[src/spq_pkg.sv]
// shared types and constants for the sorted priority queue
package spq_pkg;

   localparam int DEPTH_DEFAULT       = 16;
   localparam int VALUE_WIDTH_DEFAULT = 16;
   localparam int FIELD_WIDTH         = 16;
   localparam int OCC_WIDTH           = 5;

   localparam logic CMD_PUSH = 1'b0;
   localparam logic CMD_POP  = 1'b1;

   typedef struct packed {
      logic                   cmd;
      logic [FIELD_WIDTH-1:0] value;
   } spq_req_type;

   typedef struct packed {
      logic [FIELD_WIDTH-1:0] popped_value;
      logic                   popped_valid;
      logic                   full_error;
      logic                   empty_error;
      logic [OCC_WIDTH-1:0]   occupancy;
   } spq_rsp_type;

   typedef struct packed {
      logic                   push;
      logic                   pop;
      logic [FIELD_WIDTH-1:0] value;
   } spq_op_type;

   typedef struct packed {
      logic valid;
      logic keep;
   } spq_link_type;

endpackage

[src/spq_cell.sv]
// one storage cell of the queue, descending order from cell zero
module spq_cell #(
   parameter int WIDTH = 16
) (
   input  logic                 clock,
   input  logic                 reset,
   input  spq_pkg::spq_op_type  op,
   input  spq_pkg::spq_link_type left_link,
   input  logic [WIDTH-1:0]     left_value,
   input  spq_pkg::spq_link_type right_link,
   input  logic [WIDTH-1:0]     right_value,
   output spq_pkg::spq_link_type link,
   output logic [WIDTH-1:0]     value
);
   import spq_pkg::*;

   logic [WIDTH-1:0] value_ff, value_in;
   logic             valid_ff, valid_in;
   logic [WIDTH-1:0] op_value;
   logic             keep;

   assign op_value = op.value[WIDTH-1:0];
   assign keep     = valid_ff && (value_ff > op_value);

   always_comb begin
      value_in = value_ff;
      valid_in = valid_ff;
      if (op.push) begin
         valid_in = valid_ff | left_link.valid;
         if (!keep) begin
            value_in = left_link.keep ? op_value : left_value;
         end
      end else if (op.pop) begin
         value_in = right_value;
         valid_in = right_link.valid;
      end
   end

   always_ff @(posedge clock) begin
      if (reset) begin
         valid_ff <= 1'b0;
      end else begin
         valid_ff <= valid_in;
      end
      value_ff <= value_in;
   end

   assign link.valid = valid_ff;
   assign link.keep  = keep;
   assign value      = value_ff;

endmodule

[src/sorted_priority_queue.sv]
// top level of the sorted priority queue
//
// a word is taken on req_word at a rising edge with start high and busy low;
// cmd push inserts value, cmd pop removes and returns the greatest entry.
// equal values leave in reverse arrival order.
// every accepted word gives one word on rsp_word, shown for exactly one
// cycle with rsp_strobe high, in the cycle after acceptance.
// the store is a row of DEPTH cells with the greatest entry in cell zero;
// every cell updates from its neighbors in the same cycle, so a word can be
// accepted every cycle while busy is low.
// a push when full raises full_error, a pop when empty raises empty_error;
// neither changes the store. occupancy is the count after the operation.
// busy is high only while reset is held and for the cycle after it.
// reset empties the queue at once; no clearing pass is needed.
// the receiver cannot stall: rsp_word must be taken in its strobe cycle.
module sorted_priority_queue #(
   parameter int DEPTH       = spq_pkg::DEPTH_DEFAULT,
   parameter int VALUE_WIDTH = spq_pkg::VALUE_WIDTH_DEFAULT
) (
   input  logic                 clock,
   input  logic                 reset,
   input  logic                 start,
   output logic                 busy,
   input  spq_pkg::spq_req_type req_word,
   output logic                 rsp_strobe,
   output spq_pkg::spq_rsp_type rsp_word
);
   import spq_pkg::*;

   localparam int STORE_W = (VALUE_WIDTH < FIELD_WIDTH) ? VALUE_WIDTH : FIELD_WIDTH;
   localparam int CNT_W   = $clog2(DEPTH + 1);

   logic [CNT_W-1:0] count_ff, count_in;
   logic             busy_ff;
   logic             rsp_strobe_ff;
   spq_rsp_type      rsp_word_ff, rsp_word_in;
   logic             accept, full, empty;
   spq_op_type       op;

   spq_link_type     cell_link  [DEPTH];
   logic [STORE_W-1:0] cell_value [DEPTH];

   assign accept = start && !busy_ff;
   assign full   = (count_ff == CNT_W'(DEPTH));
   assign empty  = (count_ff == '0);

   always_comb begin
      op.push  = accept && (req_word.cmd == CMD_PUSH) && !full;
      op.pop   = accept && (req_word.cmd == CMD_POP) && !empty;
      op.value = FIELD_WIDTH'(req_word.value[STORE_W-1:0]);
   end

   always_comb begin
      count_in = count_ff;
      if (op.push) begin
         count_in = count_ff + 1'b1;
      end else if (op.pop) begin
         count_in = count_ff - 1'b1;
      end
      rsp_word_in.popped_value = op.pop ? FIELD_WIDTH'(cell_value[0]) : '0;
      rsp_word_in.popped_valid = op.pop;
      rsp_word_in.full_error   = (req_word.cmd == CMD_PUSH) && full;
      rsp_word_in.empty_error  = (req_word.cmd == CMD_POP) && empty;
      rsp_word_in.occupancy    = OCC_WIDTH'(count_in);
   end

   for (genvar i = 0; i < DEPTH; i++) begin : g_cell
      spq_link_type       left_link, right_link;
      logic [STORE_W-1:0] left_value, right_value;

      if (i == 0) begin : g_first
         assign left_link  = '{valid: 1'b1, keep: 1'b1};
         assign left_value = '0;
      end else begin : g_inner_left
         assign left_link  = cell_link[i-1];
         assign left_value = cell_value[i-1];
      end

      if (i == DEPTH - 1) begin : g_last
         assign right_link  = '{valid: 1'b0, keep: 1'b0};
         assign right_value = '0;
      end else begin : g_inner_right
         assign right_link  = cell_link[i+1];
         assign right_value = cell_value[i+1];
      end

      spq_cell #(
         .WIDTH(STORE_W)
      ) u_cell (
         .clock      (clock),
         .reset      (reset),
         .op         (op),
         .left_link  (left_link),
         .left_value (left_value),
         .right_link (right_link),
         .right_value(right_value),
         .link       (cell_link[i]),
         .value      (cell_value[i])
      );
   end

   always_ff @(posedge clock) begin
      if (reset) begin
         count_ff      <= '0;
         busy_ff       <= 1'b1;
         rsp_strobe_ff <= 1'b0;
      end else begin
         busy_ff       <= 1'b0;
         rsp_strobe_ff <= accept;
         if (accept) begin
            count_ff <= count_in;
         end
      end
      if (accept) begin
         rsp_word_ff <= rsp_word_in;
      end
   end

   assign busy       = busy_ff;
   assign rsp_strobe = rsp_strobe_ff;
   assign rsp_word   = rsp_word_ff;

   a_full_matches_last_cell: assert property (@(posedge clock) disable iff (reset)
      full == cell_link[DEPTH-1].valid)
      else $error("last cell valid disagrees with count");

   a_empty_matches_first_cell: assert property (@(posedge clock) disable iff (reset)
      empty == !cell_link[0].valid)
      else $error("first cell valid disagrees with count");

   a_strobe_follows_accept: assert property (@(posedge clock) disable iff (reset)
      accept |=> rsp_strobe_ff)
      else $error("accepted word gave no response");

   a_pop_not_error: assert property (@(posedge clock) disable iff (reset)
      rsp_strobe_ff && rsp_word_ff.popped_valid |->
         !rsp_word_ff.full_error && !rsp_word_ff.empty_error)
      else $error("popped word flagged as error");

   a_empty_error_count: assert property (@(posedge clock) disable iff (reset)
      rsp_strobe_ff && rsp_word_ff.empty_error |-> empty)
      else $error("empty error with stored entries");

endmodule
[config.mk]
export PLATFORM = sky130hd
export DESIGN_NAME = sorted_priority_queue
export DESIGN_NICKNAME = d
export VERILOG_FILES = /design/src/spq_pkg.sv /design/src/spq_cell.sv /design/src/sorted_priority_queue.sv
export SDC_FILE = /design/constraint.sdc
export NUM_CORES = 1
export LEC_CHECK = 0
export ABC_AREA = 1
export BUFFER_PORTS_ARGS = -buffer_cell sky130_fd_sc_hd__buf_2
export CORE_AREA = 2 2 278 143
export DETAILED_ROUTE_END_ITERATION = 6
export DIE_AREA = 0 0 280 145
export GPL_ROUTABILITY_DRIVEN = 0
export PLACE_DENSITY = 0.77
export REMOVE_ABC_BUFFERS = 1
export SETUP_SLACK_MARGIN = 0.15
export SYNTH_ARGS = -nofsm -noshare
export SYNTH_HDL_FRONTEND = slang
export SYNTH_SLANG_ARGS = --single-unit
[constraint.sdc]
create_clock -name clock -period 2.83 [get_ports clock]
set_input_delay 0 -clock clock [delete_from_list [all_inputs] [get_ports clock]]
set_output_delay 0 -clock clock [all_outputs]
set_load 0.01 [all_outputs]
==> results.ini, run 1 <==
[timing]
finalCritPeriodShare_pct = 92.46
worstMarginPinSlew_ns = 0.9870
final.setup_skew_ns = 0.01594
clock.fmax_mhz = 382.2
hold_viol_final = 0
setup_tns_ns = 0
slew_headroom_pct = 34.13
finalMaxSlewViolations = 0
layout_min_cycle_time_ns = 2.617
hold_ws_ns = 0.04855
rsz0062_at_grt = true
setup-violations-final = 0
worst_slack_ns = 0.2134

[cells_and_area]
drive_gt1_share_pct = 7.050
antenna_cells = 0
multi_input_area_um2 = 11110
seq_area_um2 = 8869
nets = 3263
syn2layout_area_growth_pct = 9.337
fillers = 3189

[place]
port-buffer-count = 45
hpwl_um = 49020
place_ws_ns = 0.1562

[routing]
drtIter0Drc = 2816
wl_met2_um = 28300
drt_wl_total_um = 69430
avgRoutedWirePerCell_um = 19.78
drc_errors = 1
highest_layer = met4
met1_length_um = 28520
vias = 20165
ant_nets = 0
viasPerCell = 5.745
firstDrtPassIters = 7
wl_met3_um = 10600

[logic_synthesis]
syn_area_um2 = 21910
synthFlopType = edfxtp_1
synth_top_area_share_pct = 38.38
synthArstFlopShare_pct = 0
synth_common_cells = 1,464 x nand2_1, 351 x inv_1, 280 x edfxtp_1, 258 x ha_1, 125 x nor2_1
avgSynthCellArea_um2 = 7.521
synthMostInstantiatedCell = nand2_1
synthesis.instances = 2913
ys_top_cells_by_area = edfxtp_1 38%, nand2_1 25%, ha_1 15%
synth_cell_types = 33
seq_area_frac_synth_pct = 40.48
yosys_warnings = 0
ys_ff_latch = 303
yosysTopAreaCell = edfxtp_1
synth_edf_count = 280

[grt]
grt_overflow = 0
first_global_vias = 19066
grt.total_usage_pct = 33.51
grt_start_max_net_pins = 228
grt_pass1_wl_um = 105500
antenna_found_initial = 0

[floorplanning]
start_util_pct = 57.32
dieArea_um2 = 40600
rows = 51
core_um2 = 38220
die_h_um = 145
die_x_um = 280
io_pins = 46

[worst_hold_path]
min_path_type = primary input to register
min_from = req_word[4]

[worst_setup_path]
worstSetupStartpoint = count_ff[0]$_SDFFE_PP0P_
arrival_ns = 2.88
path_class = register to register
cp_max_fo = 23
end_kind = register
cp.required_ns = 3.09
startpoint_type = register
timing.rr.start = count_ff[0]$_SDFFE_PP0P_

[clocking]
post_cts_buffers = 0
cts_root_buf = clkbuf_16
ctsLongestPathBuffers = 3
cts_tree = done
cts_sinks = 303
htreeDepth = 1
clk_latency_ns = 0.58
cts_buffers = 29
cts.clk_slew.worst_paths_ns = 0.07

[pwr]
ir_worst_vdd_mv = 0.3991
powerDensity_nw_per_um2 = 494.1
total_power_mw = 11.83
p_leak_nw = 13.68

[job]
cap_violations = 0

[outcome]
violations = design-rule violations
status = complete, but fails checks

-- state kept, by name, indices dropped and copies added, names as in the netlist --
signal / count
g_cell.u_cell.valid_ff: 16
g_cell.u_cell.value: 256
busy: 1
count_ff: 5
rsp_strobe: 1
rsp_word: 24
-- critical path, stage by stage (launching register included) --
cell	delay, ns
dfxtp_1	0.35
inv_1	0.10
ha_1	0.21
inv_1	0.08
nor3_2	0.06
nand2_2	0.12
nand2_8	0.10
inv_4	0.39
buf_12	0.29
nand2_4	0.18
nand2_1	0.12
buf_4	0.28
-- area by class of cell --
cell class,instances,area share (%)
Clock inverter,17,0.6895
Clock buffer,36,3.442
Multi-Input combinational cell,2167,46.39
Timing Repair Buffer,132,4.304
Sequential cell,303,37.02
Inverter,352,5.526
Tap cell,503,2.627
-- power by group --
| part | internal, mW | leakage, nW | switching (mW) | total [mW] |
|---|---|---|---|---|
| logic | 0.743 | 10.4 | 1.45 | 2.20 |
| registers | 5.22 | 2.79 | 0.220 | 5.44 |
| clock network | 2.34 | 0.479 | 1.86 | 4.19 |
| total | 8.30 | 13.7 | 3.53 | 11.8 |
-- cell families after synthesis --
family / after synthesis / synth area share (%)
AOI/OAI and AO/OA: 216 / 5.288
adders and majority gates: 258 / 14.73
DFF: 303 / 40.48
buffers and inverters: 443 / 8.881
xor gates and xnor gates: 4 / 0.1599
and+or+nand+nor: 1689 / 30.46
-- repair_timing --
item,4_1_cts,5_1_grt
hold buffers,11,0
setup endpoints to repair,0,2
hold endpoints to repair,20,0
resized for setup,0,1
-- worst paths after layout --
path	end	slack, ns	cells after the start
max reg2reg	g_cell[10].u_cell.value[13]$_DFFE_PP_	0.21	11
max	g_cell[10].u_cell.value[13]$_DFFE_PP_	0.21	11
min	g_cell[0].u_cell.value[4]$_DFFE_PP_	0.05	3
min reg2reg	g_cell[1].u_cell.valid_ff$_SDFFE_PP0P_	0.49	2
-- metal layers --
layer / global-route usage [%] / up-vias
met5: 0 / -
met4: 9.251 / 0
met3: 10.14 / 184
met2: 48.13 / 1293
met1: 48.73 / 9318
li1: - / 9370
-- cells in the final DEF (no fill, tap or decap), types with 2 or more instances in the layout --
| cell | Yosys | layout |
|---|---|---|
| a21o_1 | 14 | 14 |
| clkinvlp_4 | 0 | 4 |
| clkinv_2 | 0 | 6 |
| clkbuf_8 | 0 | 3 |
| a21oi_1 | 123 | 123 |
| dlygate4sd3_1 | 0 | 11 |
| nand2_1 | 1464 | 1463 |
| nand2_4 | 24 | 23 |
| nor3_1 | 5 | 5 |
| o21ai_0 | 53 | 53 |
| dfxtp_1 | 23 | 23 |
| inv_1 | 351 | 351 |
| xor2_1 | 4 | 4 |
| ha_1 | 258 | 258 |
| nor3b_1 | 2 | 2 |
| nand2_2 | 14 | 15 |
| bufinv_16 | 0 | 3 |
| nand3_1 | 35 | 35 |
| nor2_1 | 125 | 125 |
| a211oi_1 | 3 | 3 |
| clkbuf_1 | 7 | 2 |
| o22ai_1 | 2 | 2 |
| clkbuf_16 | 0 | 32 |
| a31oi_1 | 15 | 14 |
| nand4_1 | 16 | 16 |
| clkinv_1 | 0 | 4 |
| buf_12 | 0 | 7 |
| edfxtp_1 | 280 | 280 |
| buf_2 | 50 | 45 |
| o21a_1 | 3 | 3 |
| buf_4 | 11 | 67 |
-- per-stage QoR --
| step | std cells | utilization, % | area, um^2 |
|---|---|---|---|
| 2_1_floorplan | 2822 | - | 21290 |
| 3_3_place_gp | 3445 | 59.71 | 22820 |
| 3_5_place_dp | 3445 | 59.71 | 22820 |
| 4_1_cts | 3509 | 62.58 | 23920 |
| 5_1_grt | 3510 | 62.67 | 23950 |
| 6_report | 3510 | 62.67 | 23950 |
(Power assumes the default switching activity.)
==> inputs of run 2 (changes only) <==
==> constraint.sdc (replaced) <==
create_clock -name clock -period 2.38 [get_ports clock]
set_input_delay 0 -clock clock [delete_from_list [all_inputs] [get_ports clock]]
set_output_delay 0 -clock clock [all_outputs]
set_load 0.01 [all_outputs]
==> run 2 against run 1 <==
  * The flow now finishes without violations
  * First-iteration DRC count increased by 3.7%
  * Final cell count increased by 3.6%
  * Worst hold slack got worse by 0.014 ns
  * Count of clock-buffer cells in the layout increased by 1
  * Register-to-register slack got worse by 0.13 ns
  * Critical path type unchanged
==> results.ini, run 2 (same netlist as run 1, synthesis figures left out) <==
[worst_setup_path]
cp.required_ns = 2.71  ; -0.38 ns
timing.rr.start = g_cell[6].u_cell.value[5]$_DFFE_PP_
path_class = register to register
cp_slowest_cell = edfxtp_1
critPathMaxStageDelay_ns = 0.44  ; +0.05 ns
critPathTopFamily = simple AND/OR/NAND/NOR gates
cp_num_buf_inv = 1  ; -4
cp_max_fo = 8  ; -65%
reg2reg_depth = 11  ; unchanged
reg2reg_slack_ns = 0.09  ; -0.13 ns
reg2reg_to = g_cell[7].u_cell.value[7]$_DFFE_PP_
startpoint_type = register
arrival_ns = 2.62  ; -0.26 ns
cp_common_cell = nand2_1
crit_chain = ha_4, nand2_1, nor2_4, nand4_1, nor2_1, nor2_1, nand2_4, buf_4, nand2_1, nand2_1, nand2_1
end_kind = register

[worst_hold_path]
min_from = req_word[8]
hold_depth = 3  ; unchanged
whs_endpoint = g_cell[0].u_cell.value[8]$_DFFE_PP_
min_path_type = primary input to register

[timing]
finalCritPeriodShare_pct = 96.32  ; +3.9 points
rsz0062_at_grt = true
slew_headroom_pct = 65.14  ; +31 points
clock.fmax_mhz = 436.2  ; +14%
layout_min_cycle_time_ns = 2.292  ; -0.3242 ns
worst_slack_ns = 0.08765  ; -0.1258 ns
hold_ws_ns = 0.03494  ; -0.01361 ns
worstMarginPinSlew_ns = 0.5224  ; -0.4647 ns
hold_viol_final = 0  ; unchanged
finalMaxSlewViolations = 0  ; unchanged
final.setup_skew_ns = 0.02015  ; +0.004205 ns
setup-violations-final = 0  ; unchanged

[routing]
drt_wl_total_um = 72860  ; +4.9%
drtIter0Drc = 2920  ; +3.7%
viasPerCell = 5.783  ; +0.66%
firstDrtPassIters = 7  ; unchanged
ant_nets = 0  ; unchanged
avgRoutedWirePerCell_um = 20.04  ; +1.3%
drc_errors = 0  ; -1
vias = 21027  ; +4.3%

[floorplanning]
rows = 51  ; unchanged
die_x_um = 280  ; unchanged
io_pins = 46  ; unchanged
dieArea_um2 = 40600  ; unchanged
core_um2 = 38220  ; unchanged
die_h_um = 145  ; unchanged
start_util_pct = 57.32  ; unchanged

[pwr]
p_leak_nw = 14.55  ; +6.4%
total_power_mw = 14.36  ; +21%
ir_worst_vdd_mv = 0.4454  ; +12%
powerDensity_nw_per_um2 = 551.7  ; +12%

[place]
port-buffer-count = 45  ; unchanged
place_ws_ns = -0.1382  ; -0.2943 ns
dpl-instance-area_um2 = 23410  ; +2.6%
hpwl_um = 49560  ; +1.1%

[grt]
antenna_found_initial = 1  ; +1
grt.total_usage_pct = 33.59  ; +0.080 points
grt_pass1_wl_um = 105900  ; +0.36%
grt_start_max_net_pins = 147  ; -36%
grt_overflow = 0  ; unchanged
first_global_vias = 19491  ; +2.2%

[cells_and_area]
syn2layout_area_growth_pct = 18.80
fillers = 2909  ; -8.8%
layout_commonest_cell = nand2_1
fin_util_pct = 68.09  ; +5.4 points
antenna_cells = 0  ; unchanged
final_cell_mix = 1,426 x nand2_1, 342 x inv_1, 280 x edfxtp_1
nets = 3391  ; +3.9%
drive_gt1_share_pct = 13.88  ; +6.8 points
final_area_um2 = 26030  ; +8.7%
largest_reg_flops = 256  ; unchanged

[job]
cap_violations = 0  ; unchanged

[clocking]
htreeDepth = 1  ; unchanged
cts_buffers = 29  ; unchanged
cts_sinks = 303  ; unchanged
clk_latency_ns = 0.59  ; about the same
cts_tree = done
ctsLongestPathBuffers = 3  ; unchanged
cts_root_buf = clkbuf_16
cts.clk_slew.worst_paths_ns = 0.07  ; about the same

[outcome]
status = finished clean

## run 2: repair_timing
action / in CTS / in global routing
pin swaps: 3 / 31
hold buffers: 14 / 1
endpoints found under the setup margin: 147 / 494
setup buffers: 6 / 69
cloned: 1 / 7
endpoints found under the hold margin: 23 / 6
gates resized for setup: 14 / 187
## run 2: worst max path at each step
stage,startpoint,endpoint,slack (ns),cells after the start
2_1_floorplan,count_ff[0]$_SDFFE_PP0P_,g_cell[0].u_cell.value[0]$_DFFE_PP_,-1.44,9
3_3_place_gp,g_cell[8].u_cell.value[15]$_DFFE_PP_,g_cell[9].u_cell.value[10]$_DFFE_PP_,-0.16,12
3_5_place_dp,g_cell[8].u_cell.value[15]$_DFFE_PP_,g_cell[9].u_cell.value[6]$_DFFE_PP_,-0.14,12
4_1_cts,g_cell[15].u_cell.value[15]$_SDFFCE_PN0P_,g_cell[15].u_cell.value[8]$_SDFFCE_PN0P_,0.14,11
5_1_grt,g_cell[8].u_cell.value[14]$_DFFE_PP_,g_cell[9].u_cell.value[4]$_DFFE_PP_,0.01,12
6_report,g_cell[6].u_cell.value[5]$_DFFE_PP_,g_cell[7].u_cell.value[7]$_DFFE_PP_,0.09,11
## run 2: final cells by class
type,instances,area (um^2),share of cell area (%)
Clock buffer,37,775.7,2.980
Clock inverter,14,145.1,0.5576
Inverter,352,1336,5.134
Multi-Input combinational cell,2170,11780,45.26
Sequential cell,303,8871,34.08
Tap cell,503,629.4,2.418
Timing Repair Buffer,257,2489,9.562
## run 2: report_power, final
part / internal (mW) / total (mW) / switching, mW
registers: 6.21 / 6.46 / 0.247
clock network: 2.62 / 4.82 / 2.21
logic: 1.15 / 3.08 / 1.93
## run 2: per-stage QoR
| stage | std cells | setup TNS [ns] |
|---|---|---|
| floorplan | 2822 | -659.62 |
| global placement | 3487 | -3.875 |
| detailed placement | 3487 | -2.610 |
| CTS | 3559 | 0 |
| global route | 3636 | 0 |
| finish | 3636 | 0 |
## run 2: tightest hold or removal path, stage by stage
cell	delay (ns)
buf_2	0.14
nand2_4	0.20
o21ai_0	0.16
## run 2: routing by layer
| metal | global-route usage, % | up-vias | part of all wire, % |
|---|---|---|---|
| met4 | 10.24 | 0 | 3.3 |
| met3 | 11.27 | 217 | 15 |
| met1 | 47.45 | 9775 | 40 |
| met5 | 0 | - | 0 |
| li1 | - | 9644 | - |
| met2 | 48.56 | 1391 | 41 |
